$ cat config.mk
export PLATFORM = sky130hd
export DESIGN_NAME = spiral_index_to_coordinate_core
export DESIGN_NICKNAME = d
export VERILOG_FILES = /design/src/sitc_pkg.sv /design/src/sitc_mult.sv /design/src/sitc_edge.sv /design/src/spiral_index_to_coordinate_core.sv
export SDC_FILE = /design/constraint.sdc
export NUM_CORES = 2
export LEC_CHECK = 0
export BUFFER_PORTS_ARGS = -buffer_cell sky130_fd_sc_hd__buf_2
export CAP_MARGIN = 20
export CORE_ASPECT_RATIO = 0.5
export CORE_MARGIN = 1
export CORE_UTILIZATION = 65
export CTS_BUF_LIST = sky130_fd_sc_hd__clkbuf_4
export DETAILED_ROUTE_END_ITERATION = 6
export GPL_TIMING_DRIVEN = 1
export PLACE_DENSITY = 0.86
export SYNTH_ARGS = -nofsm -noshare
export SYNTH_HDL_FRONTEND = slang
export SYNTH_SLANG_ARGS = --single-unit
$ cat constraint.sdc
create_clock -name clk -period 11.5 [get_ports clk]
set_input_delay 1.15 -clock clk [delete_from_list [all_inputs] [get_ports clk]]
set_output_delay 1.15 -clock clk [all_outputs]
set_load 0.005 [all_outputs]
$ cat src/sitc_pkg.sv
// Shared constants of the spiral index to coordinate core.
// Fixed stream field widths; no dependencies.
`timescale 1ns / 1ps

package sitc_pkg;

    localparam int SIDE_W    = 16;                // side field / row and column fields
    localparam int INDEX_W   = 32;                // index field
    localparam int S_TDATA_W = SIDE_W + INDEX_W;  // side, index
    localparam int M_TDATA_W = 2 * SIDE_W;        // row, column

endpackage

$ cat src/sitc_mult.sv
// Shared multiplier of the spiral index to coordinate core, registered product.
// Standalone; no package dependency.
`timescale 1ns / 1ps

module sitc_mult #(
    parameter int W = 16
) (
    input  logic             clk,
    input  logic             start,
    input  logic [W-1:0]     a,
    input  logic [W-1:0]     b,
    output logic [2*W-1:0]   prod
);

    logic [2*W-1:0] prod_reg;

    // Hold the product until the sequencer issues the next operation.
    always_ff @(posedge clk)
    begin
        if (start)
        begin
            prod_reg <= {{W{1'b0}}, a} * {{W{1'b0}}, b};
        end
    end

    assign prod = prod_reg;

endmodule

$ cat src/sitc_edge.sv
// Edge selection of the spiral index to coordinate core: maps ring number,
// ring edge length and position inside the ring to a 1-based row and column.
// Standalone; no package dependency.
`timescale 1ns / 1ps

module sitc_edge #(
    parameter int SW = 16
) (
    input  logic [SW-1:0]   k,
    input  logic [SW-1:0]   s,
    input  logic [SW+1:0]   p,
    output logic [SW-1:0]   row1,
    output logic [SW-1:0]   col1
);

    localparam int EW = SW + 2;

    logic [EW-1:0] k_e;
    logic [EW-1:0] s_e;
    logic [EW-1:0] r_e;
    logic [EW-1:0] c_e;

    assign k_e = {2'b00, k};
    assign s_e = {2'b00, s};

    always_comb
    begin
        if (p <= s_e)
        begin
            // top edge, left to right
            r_e = k_e;
            c_e = k_e + p - EW'(1);
        end
        else if (p <= (s_e << 1) - EW'(1))
        begin
            // right edge, downward
            r_e = k_e + p - s_e;
            c_e = k_e + s_e - EW'(1);
        end
        else if (p <= (s_e << 1) + s_e - EW'(2))
        begin
            // bottom edge, right to left
            r_e = k_e + s_e - EW'(1);
            c_e = k_e + (s_e << 1) + s_e - EW'(2) - p;
        end
        else
        begin
            // left edge, upward
            r_e = k_e + (s_e << 2) - EW'(3) - p;
            c_e = k_e;
        end
    end

    assign row1 = SW'(r_e + EW'(1));
    assign col1 = SW'(c_e + EW'(1));

endmodule

$ cat src/spiral_index_to_coordinate_core.sv
// Top level of the spiral index to coordinate core: sequencer, search state,
// result register. Depends on sitc_pkg, sitc_mult and sitc_edge.
`timescale 1ns / 1ps

// Usage
//   Slave stream s_*: one beat carries a query, tdata = {index, side}.
//   Master stream m_*: one beat per query, tdata = {column, row} (1-based),
//   tuser = out_of_range. An index of zero or above side squared returns
//   row = column = 0 with out_of_range set.
// Sequencing
//   One query is worked on at a time; s_tready is high only while idle.
//   A query first squares the side and range checks, then runs a binary
//   search over the rings, each step one pass through the shared multiplier
//   plus one compare, and ends with edge selection.
//   Out of range queries finish after the check.
//   Every search step runs through the single multiplier.
// Stalls
//   The result sits in an output register; a new query is accepted while it
//   waits. A finished query holds in the sequencer until that register frees.
// Reset
//   rst_n clears the sequencer and the output valid; no query is in flight.
//   Only the low SIDE_BITS bits of side are used, at most 16.

module spiral_index_to_coordinate_core #(
    parameter int SIDE_BITS = 16
) (
    input  logic                            clk,
    input  logic                            rst_n,
    input  logic                            s_tvalid,
    output logic                            s_tready,
    input  logic [sitc_pkg::S_TDATA_W-1:0]  s_tdata,   // [15:0] side, [47:16] index
    output logic                            m_tvalid,
    input  logic                            m_tready,
    output logic [sitc_pkg::M_TDATA_W-1:0]  m_tdata,   // [15:0] row, [31:16] column
    output logic                            m_tuser    // [0] out_of_range
);

    localparam int SW = (SIDE_BITS < sitc_pkg::SIDE_W) ? SIDE_BITS : sitc_pkg::SIDE_W;
    localparam int IW = sitc_pkg::INDEX_W;
    // compare width: holds 4*k*(side-k), side*side and the index
    localparam int CW = (2 * SW + 2 > IW) ? 2 * SW + 2 : IW + 1;
    localparam int EW = SW + 2;

    localparam logic [2:0] ST_IDLE = 3'd0;
    localparam logic [2:0] ST_SQ   = 3'd1;
    localparam logic [2:0] ST_CHK  = 3'd2;
    localparam logic [2:0] ST_MID  = 3'd3;
    localparam logic [2:0] ST_CMP  = 3'd4;
    localparam logic [2:0] ST_EDGE = 3'd5;

    logic [2:0]     state_reg, state_next;
    logic [SW-1:0]  side_reg, side_next;
    logic [IW-1:0]  idx_reg, idx_next;
    logic [SW-1:0]  lo_reg, lo_next;
    logic [SW-1:0]  hi_reg, hi_next;
    logic [SW-1:0]  mid_reg, mid_next;
    logic [CW-1:0]  base_reg, base_next;

    logic           out_valid_reg, out_valid_next;
    logic [SW-1:0]  row_reg, row_next;
    logic [SW-1:0]  col_reg, col_next;
    logic           oor_reg, oor_next;

    logic           s_beat;
    logic           out_free;
    logic           mul_start;
    logic [SW-1:0]  mul_a;
    logic [SW-1:0]  mul_b;
    logic [2*SW-1:0] prod;
    logic [CW-1:0]  prod_ext;
    logic [CW-1:0]  cb_ext;
    logic [CW-1:0]  idx_ext;
    logic [SW-1:0]  mid_calc;
    logic [SW-1:0]  ring_s;
    logic [EW-1:0]  ring_p;
    logic [SW-1:0]  edge_row1;
    logic [SW-1:0]  edge_col1;

    assign s_tready = (state_reg == ST_IDLE);
    assign s_beat   = s_tvalid && s_tready;
    assign out_free = !out_valid_reg || m_tready;

    assign prod_ext = CW'(prod);
    assign cb_ext   = CW'(prod) << 2;       // 4*mid*(side-mid)
    assign idx_ext  = CW'(idx_reg);
    assign mid_calc = SW'((lo_reg + hi_reg + SW'(1)) >> 1);

    // Shared multiplier: side*side for the range check, then mid*(side-mid).
    assign mul_start = (state_reg == ST_SQ) || (state_reg == ST_MID);
    assign mul_a     = (state_reg == ST_SQ) ? side_reg : mid_calc;
    assign mul_b     = (state_reg == ST_SQ) ? side_reg : SW'(side_reg - mid_calc);

    sitc_mult #(
        .W      (SW)
    ) u_mult (
        .clk    (clk),
        .start  (mul_start),
        .a      (mul_a),
        .b      (mul_b),
        .prod   (prod)
    );

    // Ring found: edge length and 1-based position inside the ring.
    assign ring_s = SW'(side_reg - (lo_reg << 1));
    assign ring_p = EW'(idx_ext - base_reg);

    sitc_edge #(
        .SW     (SW)
    ) u_edge (
        .k      (lo_reg),
        .s      (ring_s),
        .p      (ring_p),
        .row1   (edge_row1),
        .col1   (edge_col1)
    );

    always_comb
    begin
        state_next     = state_reg;
        side_next      = side_reg;
        idx_next       = idx_reg;
        lo_next        = lo_reg;
        hi_next        = hi_reg;
        mid_next       = mid_reg;
        base_next      = base_reg;
        out_valid_next = out_valid_reg;
        row_next       = row_reg;
        col_next       = col_reg;
        oor_next       = oor_reg;

        // drop the result once taken
        if (out_valid_reg && m_tready)
        begin
            out_valid_next = 1'b0;
        end

        case (state_reg)
            ST_IDLE:
            begin
                if (s_beat)
                begin
                    side_next  = s_tdata[SW-1:0];
                    idx_next   = s_tdata[sitc_pkg::SIDE_W +: IW];
                    state_next = ST_SQ;
                end
            end
            ST_SQ:
            begin
                state_next = ST_CHK;
            end
            ST_CHK:
            begin
                if ((idx_reg == '0) || (idx_ext > prod_ext))
                begin
                    // index zero or past the last cell
                    if (out_free)
                    begin
                        out_valid_next = 1'b1;
                        row_next       = '0;
                        col_next       = '0;
                        oor_next       = 1'b1;
                        state_next     = ST_IDLE;
                    end
                end
                else
                begin
                    lo_next   = '0;
                    hi_next   = SW'((side_reg - SW'(1)) >> 1);
                    base_next = '0;
                    if (side_reg > SW'(2))
                    begin
                        state_next = ST_MID;
                    end
                    else
                    begin
                        state_next = ST_EDGE;
                    end
                end
            end
            ST_MID:
            begin
                mid_next   = mid_calc;
                state_next = ST_CMP;
            end
            ST_CMP:
            begin
                // advance the search: keep the largest ring whose preceding count is below index
                if (cb_ext < idx_ext)
                begin
                    lo_next   = mid_reg;
                    base_next = cb_ext;
                end
                else
                begin
                    hi_next = SW'(mid_reg - SW'(1));
                end
                if (lo_next < hi_next)
                begin
                    state_next = ST_MID;
                end
                else
                begin
                    state_next = ST_EDGE;
                end
            end
            ST_EDGE:
            begin
                if (out_free)
                begin
                    out_valid_next = 1'b1;
                    row_next       = edge_row1;
                    col_next       = edge_col1;
                    oor_next       = 1'b0;
                    state_next     = ST_IDLE;
                end
            end
            default:
            begin
                state_next = ST_IDLE;
            end
        endcase
    end

    always_ff @(posedge clk or negedge rst_n)
    begin
        if (!rst_n)
        begin
            state_reg     <= ST_IDLE;
            out_valid_reg <= 1'b0;
        end
        else
        begin
            state_reg     <= state_next;
            out_valid_reg <= out_valid_next;
        end
    end

    // payload and search registers: no reset needed
    always_ff @(posedge clk)
    begin
        side_reg <= side_next;
        idx_reg  <= idx_next;
        lo_reg   <= lo_next;
        hi_reg   <= hi_next;
        mid_reg  <= mid_next;
        base_reg <= base_next;
        row_reg  <= row_next;
        col_reg  <= col_next;
        oor_reg  <= oor_next;
    end

    assign m_tvalid = out_valid_reg;
    assign m_tdata  = {sitc_pkg::SIDE_W'(col_reg), sitc_pkg::SIDE_W'(row_reg)};
    assign m_tuser  = oor_reg;

endmodule

# Yosys cells after proc, flatten, opt, wreduce, memory -nomap -nowiden
# Index checks and enable logic that the tools add are counted.
# word_totals
n_memories	0
ram_bits	0
latchBits	0
in_bits	52
word_cells	108
rom_bits	0
out_inout_bits	35
ff_bits	182
# op_classes
n_bitwise	0
n_reduce_logical	14
mul	1
n_lt_le_gt_ge	7
muxes	39
n_addsub	24
n_eq_ne	11
div	0
shifts	0
# op_table
operator	count
$mux 16	18
$pmux 16 s2	4
$add 16x16->16	6
$sub 16x16->16	4
$add 16x1->16 const B	3
$sub 16x1->16 const B	3
$le 18x18->1	2
$mux 18	2
$pmux 18 s2	1
$lt 34x32->1	1
$gt 32x32->1	1
$logic_not 32->1	1
$mul 16x16->32	1
$sub 16x2->16 const B	2
$add 17x16->18	1
$le 18x16->1	1
$pmux 3 s6	1
$sub 17x1->18 const B	1
$sub 18x18->18	1
$sub 18x2->18 const B	1
$gt 16x2->1 const B	1
$lt 16x16->1	1
$sub 15x1->16 const B	1
$sub 16x15->16	1
other kinds (16)	37

# Depth between registers and ports, before layout
# logic_depth
ltp_word	11
mapped_depth	46
ltp_nobuf	45

# Modules after synthesis
# A second synthesis with hierarchy kept.
# unflattened
hier_cells	3415
hier_area_um2	30113.9
# modules_own_cells
mod	seq_area_each_um2	n_inst	area_each_um2	cells_per_inst
spiral_index_to_coordinate_core	4424.2	1	11203.2	1176
sitc_mult	960.9	1	9585.4	1028
sitc_edge	0.0	1	9325.2	1211

# Worst setup path before layout
# OpenSTA, ideal clock, no wires.
# synth_timing
path_kind	register -> register
startpoint	register lo_reg[1]
endpoint	register u_mult.prod_reg[30], in the netlist u_mult.prod[30], data pin
path_buffers	1
setup_time_ps	258
arrival_time_ps	10145
stages_incl_launch_ff	45
period_less_slack_ps	10402
setup_slack_ps	1098
t_required_ps	11242
path_cell_list	edfxtp_1 > inv_1 > fa_1 > nand2b_1 > nand2_1 > a21o_1 > a21o_1 > a21oi_1 > xnor2_1 > inv_1 > ha_1 > or3_1 > o21ai_0 > a21oi_1 > maj3_2 > maj3_2 > maj3_2 > a2bb2oi_1 > [9 not listed] > fa_1 > fa_1 > inv_1 > fa_1 > inv_1 > ha_1 > o21a_1 > nand2_1 > nor2_1 > o31a_1 > o31ai_1 > a31o_2 > a21oi_1 > a211oi_1 > nor3_1 > a21o_1 > a21oi_1 > xnor2_1
# synth_via
elab_chain_len	5
word_cells_on_any_way	6
# synth_rtl
element	line	rtl
from (decl)	spiral_index_to_coordinate_core.sv:54	logic [SW-1:0] lo_reg, lo_next;
from (signal assigned)	spiral_index_to_coordinate_core.sv:243	lo_reg <= lo_next;
$add 16x16->16 (*)	spiral_index_to_coordinate_core.sv:86	assign mid_calc = SW'((lo_reg + hi_reg + SW'(1)) >> 1);
$add 16x1->16 (*)	spiral_index_to_coordinate_core.sv:86	
via mid_calc[5]	spiral_index_to_coordinate_core.sv:73	logic [SW-1:0] mid_calc;
$sub 16x15->16	spiral_index_to_coordinate_core.sv:91	assign mul_b = (state_reg == ST_SQ) ? side_reg : SW'(side_reg - mid_calc);
$mux 16	spiral_index_to_coordinate_core.sv:91	
$mul 16x16->32 (*)	sitc_mult.sv:22	prod_reg <= {{W{1'b0}}, a} * {{W{1'b0}}, b};
to (signal assigned)	sitc_mult.sv:22	
to (decl)	sitc_mult.sv:15	logic [2*W-1:0] prod_reg;
# The timed path passes the listed nets; every way through them passes the cells marked *.
# A chain may end at the register's enable or synchronous reset.

# Final worst setup path
# layout_timing
startpoint	register hi_reg[0]
endpoint	register u_mult.prod_reg[28], in the netlist u_mult.prod[28], data pin
# layout_via
elab_chain_len	5
word_cells_on_any_way	6
# layout_rtl
element	line	rtl
from (decl)	spiral_index_to_coordinate_core.sv:55	logic [SW-1:0] hi_reg, hi_next;
from (signal assigned)	spiral_index_to_coordinate_core.sv:244	hi_reg <= hi_next;
$add 16x16->16 (*)	spiral_index_to_coordinate_core.sv:86	
$add 16x1->16 (*)	spiral_index_to_coordinate_core.sv:86	
via mid_calc[5]	spiral_index_to_coordinate_core.sv:73	
$sub 16x15->16	spiral_index_to_coordinate_core.sv:91	
$mux 16	spiral_index_to_coordinate_core.sv:91	
$mul 16x16->32 (*)	sitc_mult.sv:22	
# Marks and branches as above.

==> impl_metrics.py <==
metrics = {
    "outcome": {
        "outcome": "complete, no violations",
    },
    "sta": {
        "period_needed_ps": 10980,
        "setup_viol": 0,
        "grt_setup_unrepaired": "no",
        "hold_violations": 0,
        "final_max_slew_violation_count": 0,
        "min_period_over_period": 0.955,
        "clock_skew_ps": 40.6,
        "worst-slew-pin-transition_ps": 1070,
        "fmax_ghz": 0.0910,
        "setup_tns_ps": 0,
        "max_slew_margin": 0.282,
        "timing.hold.ws_ps": 317,
    },
    "synth": {
        "most_common_cell_in_the_netlist": "sky130_fd_sc_hd__inv_1",
        "synth.net_count": 4053,
        "async_set_or_reset_flop_fraction_in_the_synthesized_netlist": 0.0222,
        "synth-edff-count": 176,
        "netlist_top_cells_count": "sky130_fd_sc_hd__inv_1 (505), sky130_fd_sc_hd__ha_1 (428), sky130_fd_sc_hd__nand2_1 (322), sky130_fd_sc_hd__fa_1 (246), sky130_fd_sc_hd__nor2_1 (225)",
        "synth_cell_types": 96,
        "syn_inst": 3327,
        "yosys_warnings": 0,
        "synth_flop_cell": "sky130_fd_sc_hd__edfxtp_1",
        "yosys-top-cells-area": "sky130_fd_sc_hd__ha_1 (18%), sky130_fd_sc_hd__edfxtp_1 (18%), sky130_fd_sc_hd__fa_1 (17%)",
        "postSynthAreaPerCell_um2": 8.81,
        "synthDominantCellAreaShare": 0.183,
        "seq_area_frac_synth": 0.184,
        "ys_ff_latch": 180,
        "synthesis.area_mm2": 0.0293,
        "synth_largest_area_cell": "sky130_fd_sc_hd__ha_1",
    },
    "cts": {
        "tritoncts": "yes",
        "cts_root_buf": "sky130_fd_sc_hd__clkbuf_4",
        "number_of_buffers_inserted_during_clock_tree_synthesis": 17,
        "clock-sinks": 180,
        "insertion_delay_ps": 650,
        "cts-htree-levels": 4,
        "max-clock-path-buffers": 2,
        "worst_setup_hold_path_clk_slew_ps": 210,
    },
    "detailed_routing": {
        "detail-route-antenna-nets": 0,
        "vias_per_cell": 6.29,
        "met3WireLength_um": 9130,
        "dr_wl_met2_um": 37900,
        "dr.max_layer_used": "met4",
        "drt_pass1_iterations": 7,
        "avgRoutedWirePerCell_um": 20.7,
        "drc": 0,
        "route.vias.total": 25200,
        "routed_wl_um": 82800,
        "drt_iter0_markers": 2527,
        "wirelength_met1_um": 31900,
    },
    "setup_path": {
        "cp_common_cell": "sky130_fd_sc_hd__fa_1",
        "critPathLaunch": "hi_reg[0]$_DFFE_PP_",
        "path_max_fanout": 15,
        "worst_ep_required_time_ps": 11910,
        "critical_path.reg2reg.startpoint": "hi_reg[0]$_DFFE_PP_",
        "critical_path.top_delay_family": "adder cells",
        "startpoint_type": "flip-flop",
        "critical_path.max_stage_delay_ps": 560,
        "library_cell_contributing_the_largest_single_delay_on_the_critical_path": "sky130_fd_sc_hd__fa_1",
        "r2r.worst_path.cells": 43,
        "regToRegEndpoint": "u_mult.prod[28]$_DFFE_PP_",
        "timing_worst_setup_path_type": "reg -> reg",
        "cp-end-kind": "flip-flop",
        "worst-path-buf-inv": 4,
        "worst_ep_arrival_time_ps": 11390,
        "reg2reg_setup_slack_ps": 520,
    },
    "global_routing": {
        "largest_net_degree_at_the_start_of_global_routing": 53,
        "first_global_vias": 25200,
        "grt_remaining_overflow": 0,
        "initial_antenna_violation_count": 2,
        "grt.total_usage": 0.363,
        "grt_first_pass_wirelength_um": 131000,
    },
    "cells_and_area": {
        "final_area_mm2": 0.0309,
        "layout.cells.non_filler": 4009,
        "design.final.nets": 4132,
        "share_of_cells_above_drive_strength_1": 0.0717,
        "synthToLayoutAreaGrowth_pct": 5.56,
        "fill_cells": 3365,
    },
    "placed_design": {
        "port-buffer-count": 86,
        "place.detailed.hpwl_um": 66900,
        "detailed_place.area_mm2": 0.0306,
        "dpl.cell_count": 3972,
        "gpl.final_weighted_congestion": 0.996,
    },
    "die": {
        "number_of_top_level_pins": 87,
        "die_width_um": 302,
        "die-height_um": 152,
        "core_region_area_mm2": 0.0440,
        "die_ar_mm2": 0.0460,
        "row_count": 54,
        "initial_utilization": 0.666,
    },
    "worst_hold_path": {
        "worstHoldPathType": "in -> async",
    },
    "run": {
        "max_cap_violation_count": 0,
    },
}
## cells by family after synthesis
group           count (synthesis)  synth area share
simple gates                  965             0.158
xor+xnor                      234            0.0714
fa+ha+maj                     679             0.353
buf+inv                       590            0.0765
flops                         180             0.184
mux                            47            0.0169
compound gates                632             0.141
## cells in the final DEF (no fill, tap or decap), types with 11 or more instances in the layout
cell type,Yosys,routed
sky130_fd_sc_hd__mux2i_1,28,28
sky130_fd_sc_hd__xor2_1,81,81
sky130_fd_sc_hd__xnor2_1,149,148
sky130_fd_sc_hd__o31ai_1,15,14
sky130_fd_sc_hd__a211oi_1,25,25
sky130_fd_sc_hd__o21bai_1,16,16
sky130_fd_sc_hd__nand4_1,34,34
sky130_fd_sc_hd__mux2_2,19,19
sky130_fd_sc_hd__a21oi_1,175,172
sky130_fd_sc_hd__inv_1,505,504
sky130_fd_sc_hd__nor3_1,63,61
sky130_fd_sc_hd__clkbuf_4,0,17
sky130_fd_sc_hd__ha_1,428,428
sky130_fd_sc_hd__or3_1,28,28
sky130_fd_sc_hd__buf_2,6,87
sky130_fd_sc_hd__fa_1,246,246
sky130_fd_sc_hd__nand2b_1,30,30
sky130_fd_sc_hd__and3_1,26,26
sky130_fd_sc_hd__nand2_1,322,322
sky130_fd_sc_hd__edfxtp_1,176,176
sky130_fd_sc_hd__buf_4,3,57
sky130_fd_sc_hd__nor2_1,225,224
sky130_fd_sc_hd__nor2b_1,32,32
sky130_fd_sc_hd__o21a_1,34,33
sky130_fd_sc_hd__o21ai_0,136,135
sky130_fd_sc_hd__a21o_1,78,78
sky130_fd_sc_hd__nor4_1,19,19
sky130_fd_sc_hd__o211ai_1,19,19
sky130_fd_sc_hd__a31oi_1,15,15
sky130_fd_sc_hd__nand3_1,59,59
sky130_fd_sc_hd__and2_1,75,74
sky130_fd_sc_hd__o21ai_1,10,11
## timing repair
item,4_1_cts,5_1_grt
endpoints found under the setup margin,0,4
hold buffers,0,0
setup buffers,0,1
resized for setup,0,5
## worst max path at each step
stage / end / slack [ps] / cells past startpoint
6_report: u_mult.prod[28]$_DFFE_PP_ / 520 / 43
3_5_place_dp: u_mult.prod[28]$_DFFE_PP_ / 430 / 43
2_1_floorplan: u_mult.prod[30]$_DFFE_PP_ / 1100 / 44
3_3_place_gp: u_mult.prod[30]$_DFFE_PP_ / 730 / 43
4_1_cts: u_mult.prod[28]$_DFFE_PP_ / 380 / 43
5_1_grt: u_mult.prod[28]$_DFFE_PP_ / 40 / 43
## metal layers
layer,global-route usage,vias up
li1,-,11500
met1,0.466,12000
met2,0.595,1445
met3,0.0740,293
met4,0.159,0
met5,0,-
## per-stage QoR
step,worst slack [ps],utilization
4_1_cts,381,0.702
5_1_grt,42.5,0.703
6_report,517,0.703
2_1_floorplan,1100,-
3_3_place_gp,729,0.695
3_5_place_dp,432,0.695
## cell type report
| type | count | area (um^2) | area share |
|---|---|---|---|
| flip-flops and latches | 180 | 5390 | 0.174 |
| inverters | 505 | 1900 | 0.0613 |
| clock buffers | 17 | 128 | 0.00413 |
| clock inverters | 15 | 168 | 0.00542 |
| diodes | 2 | 5.00 | 0.000162 |
| well taps | 588 | 736 | 0.0238 |
| repair buffers | 145 | 883 | 0.0286 |
| multi-input cells | 2557 | 21700 | 0.703 |
Power is left out: the tool's default activity adds up to more than one toggle a clock period on the data nets, which glitch-free logic cannot reach.
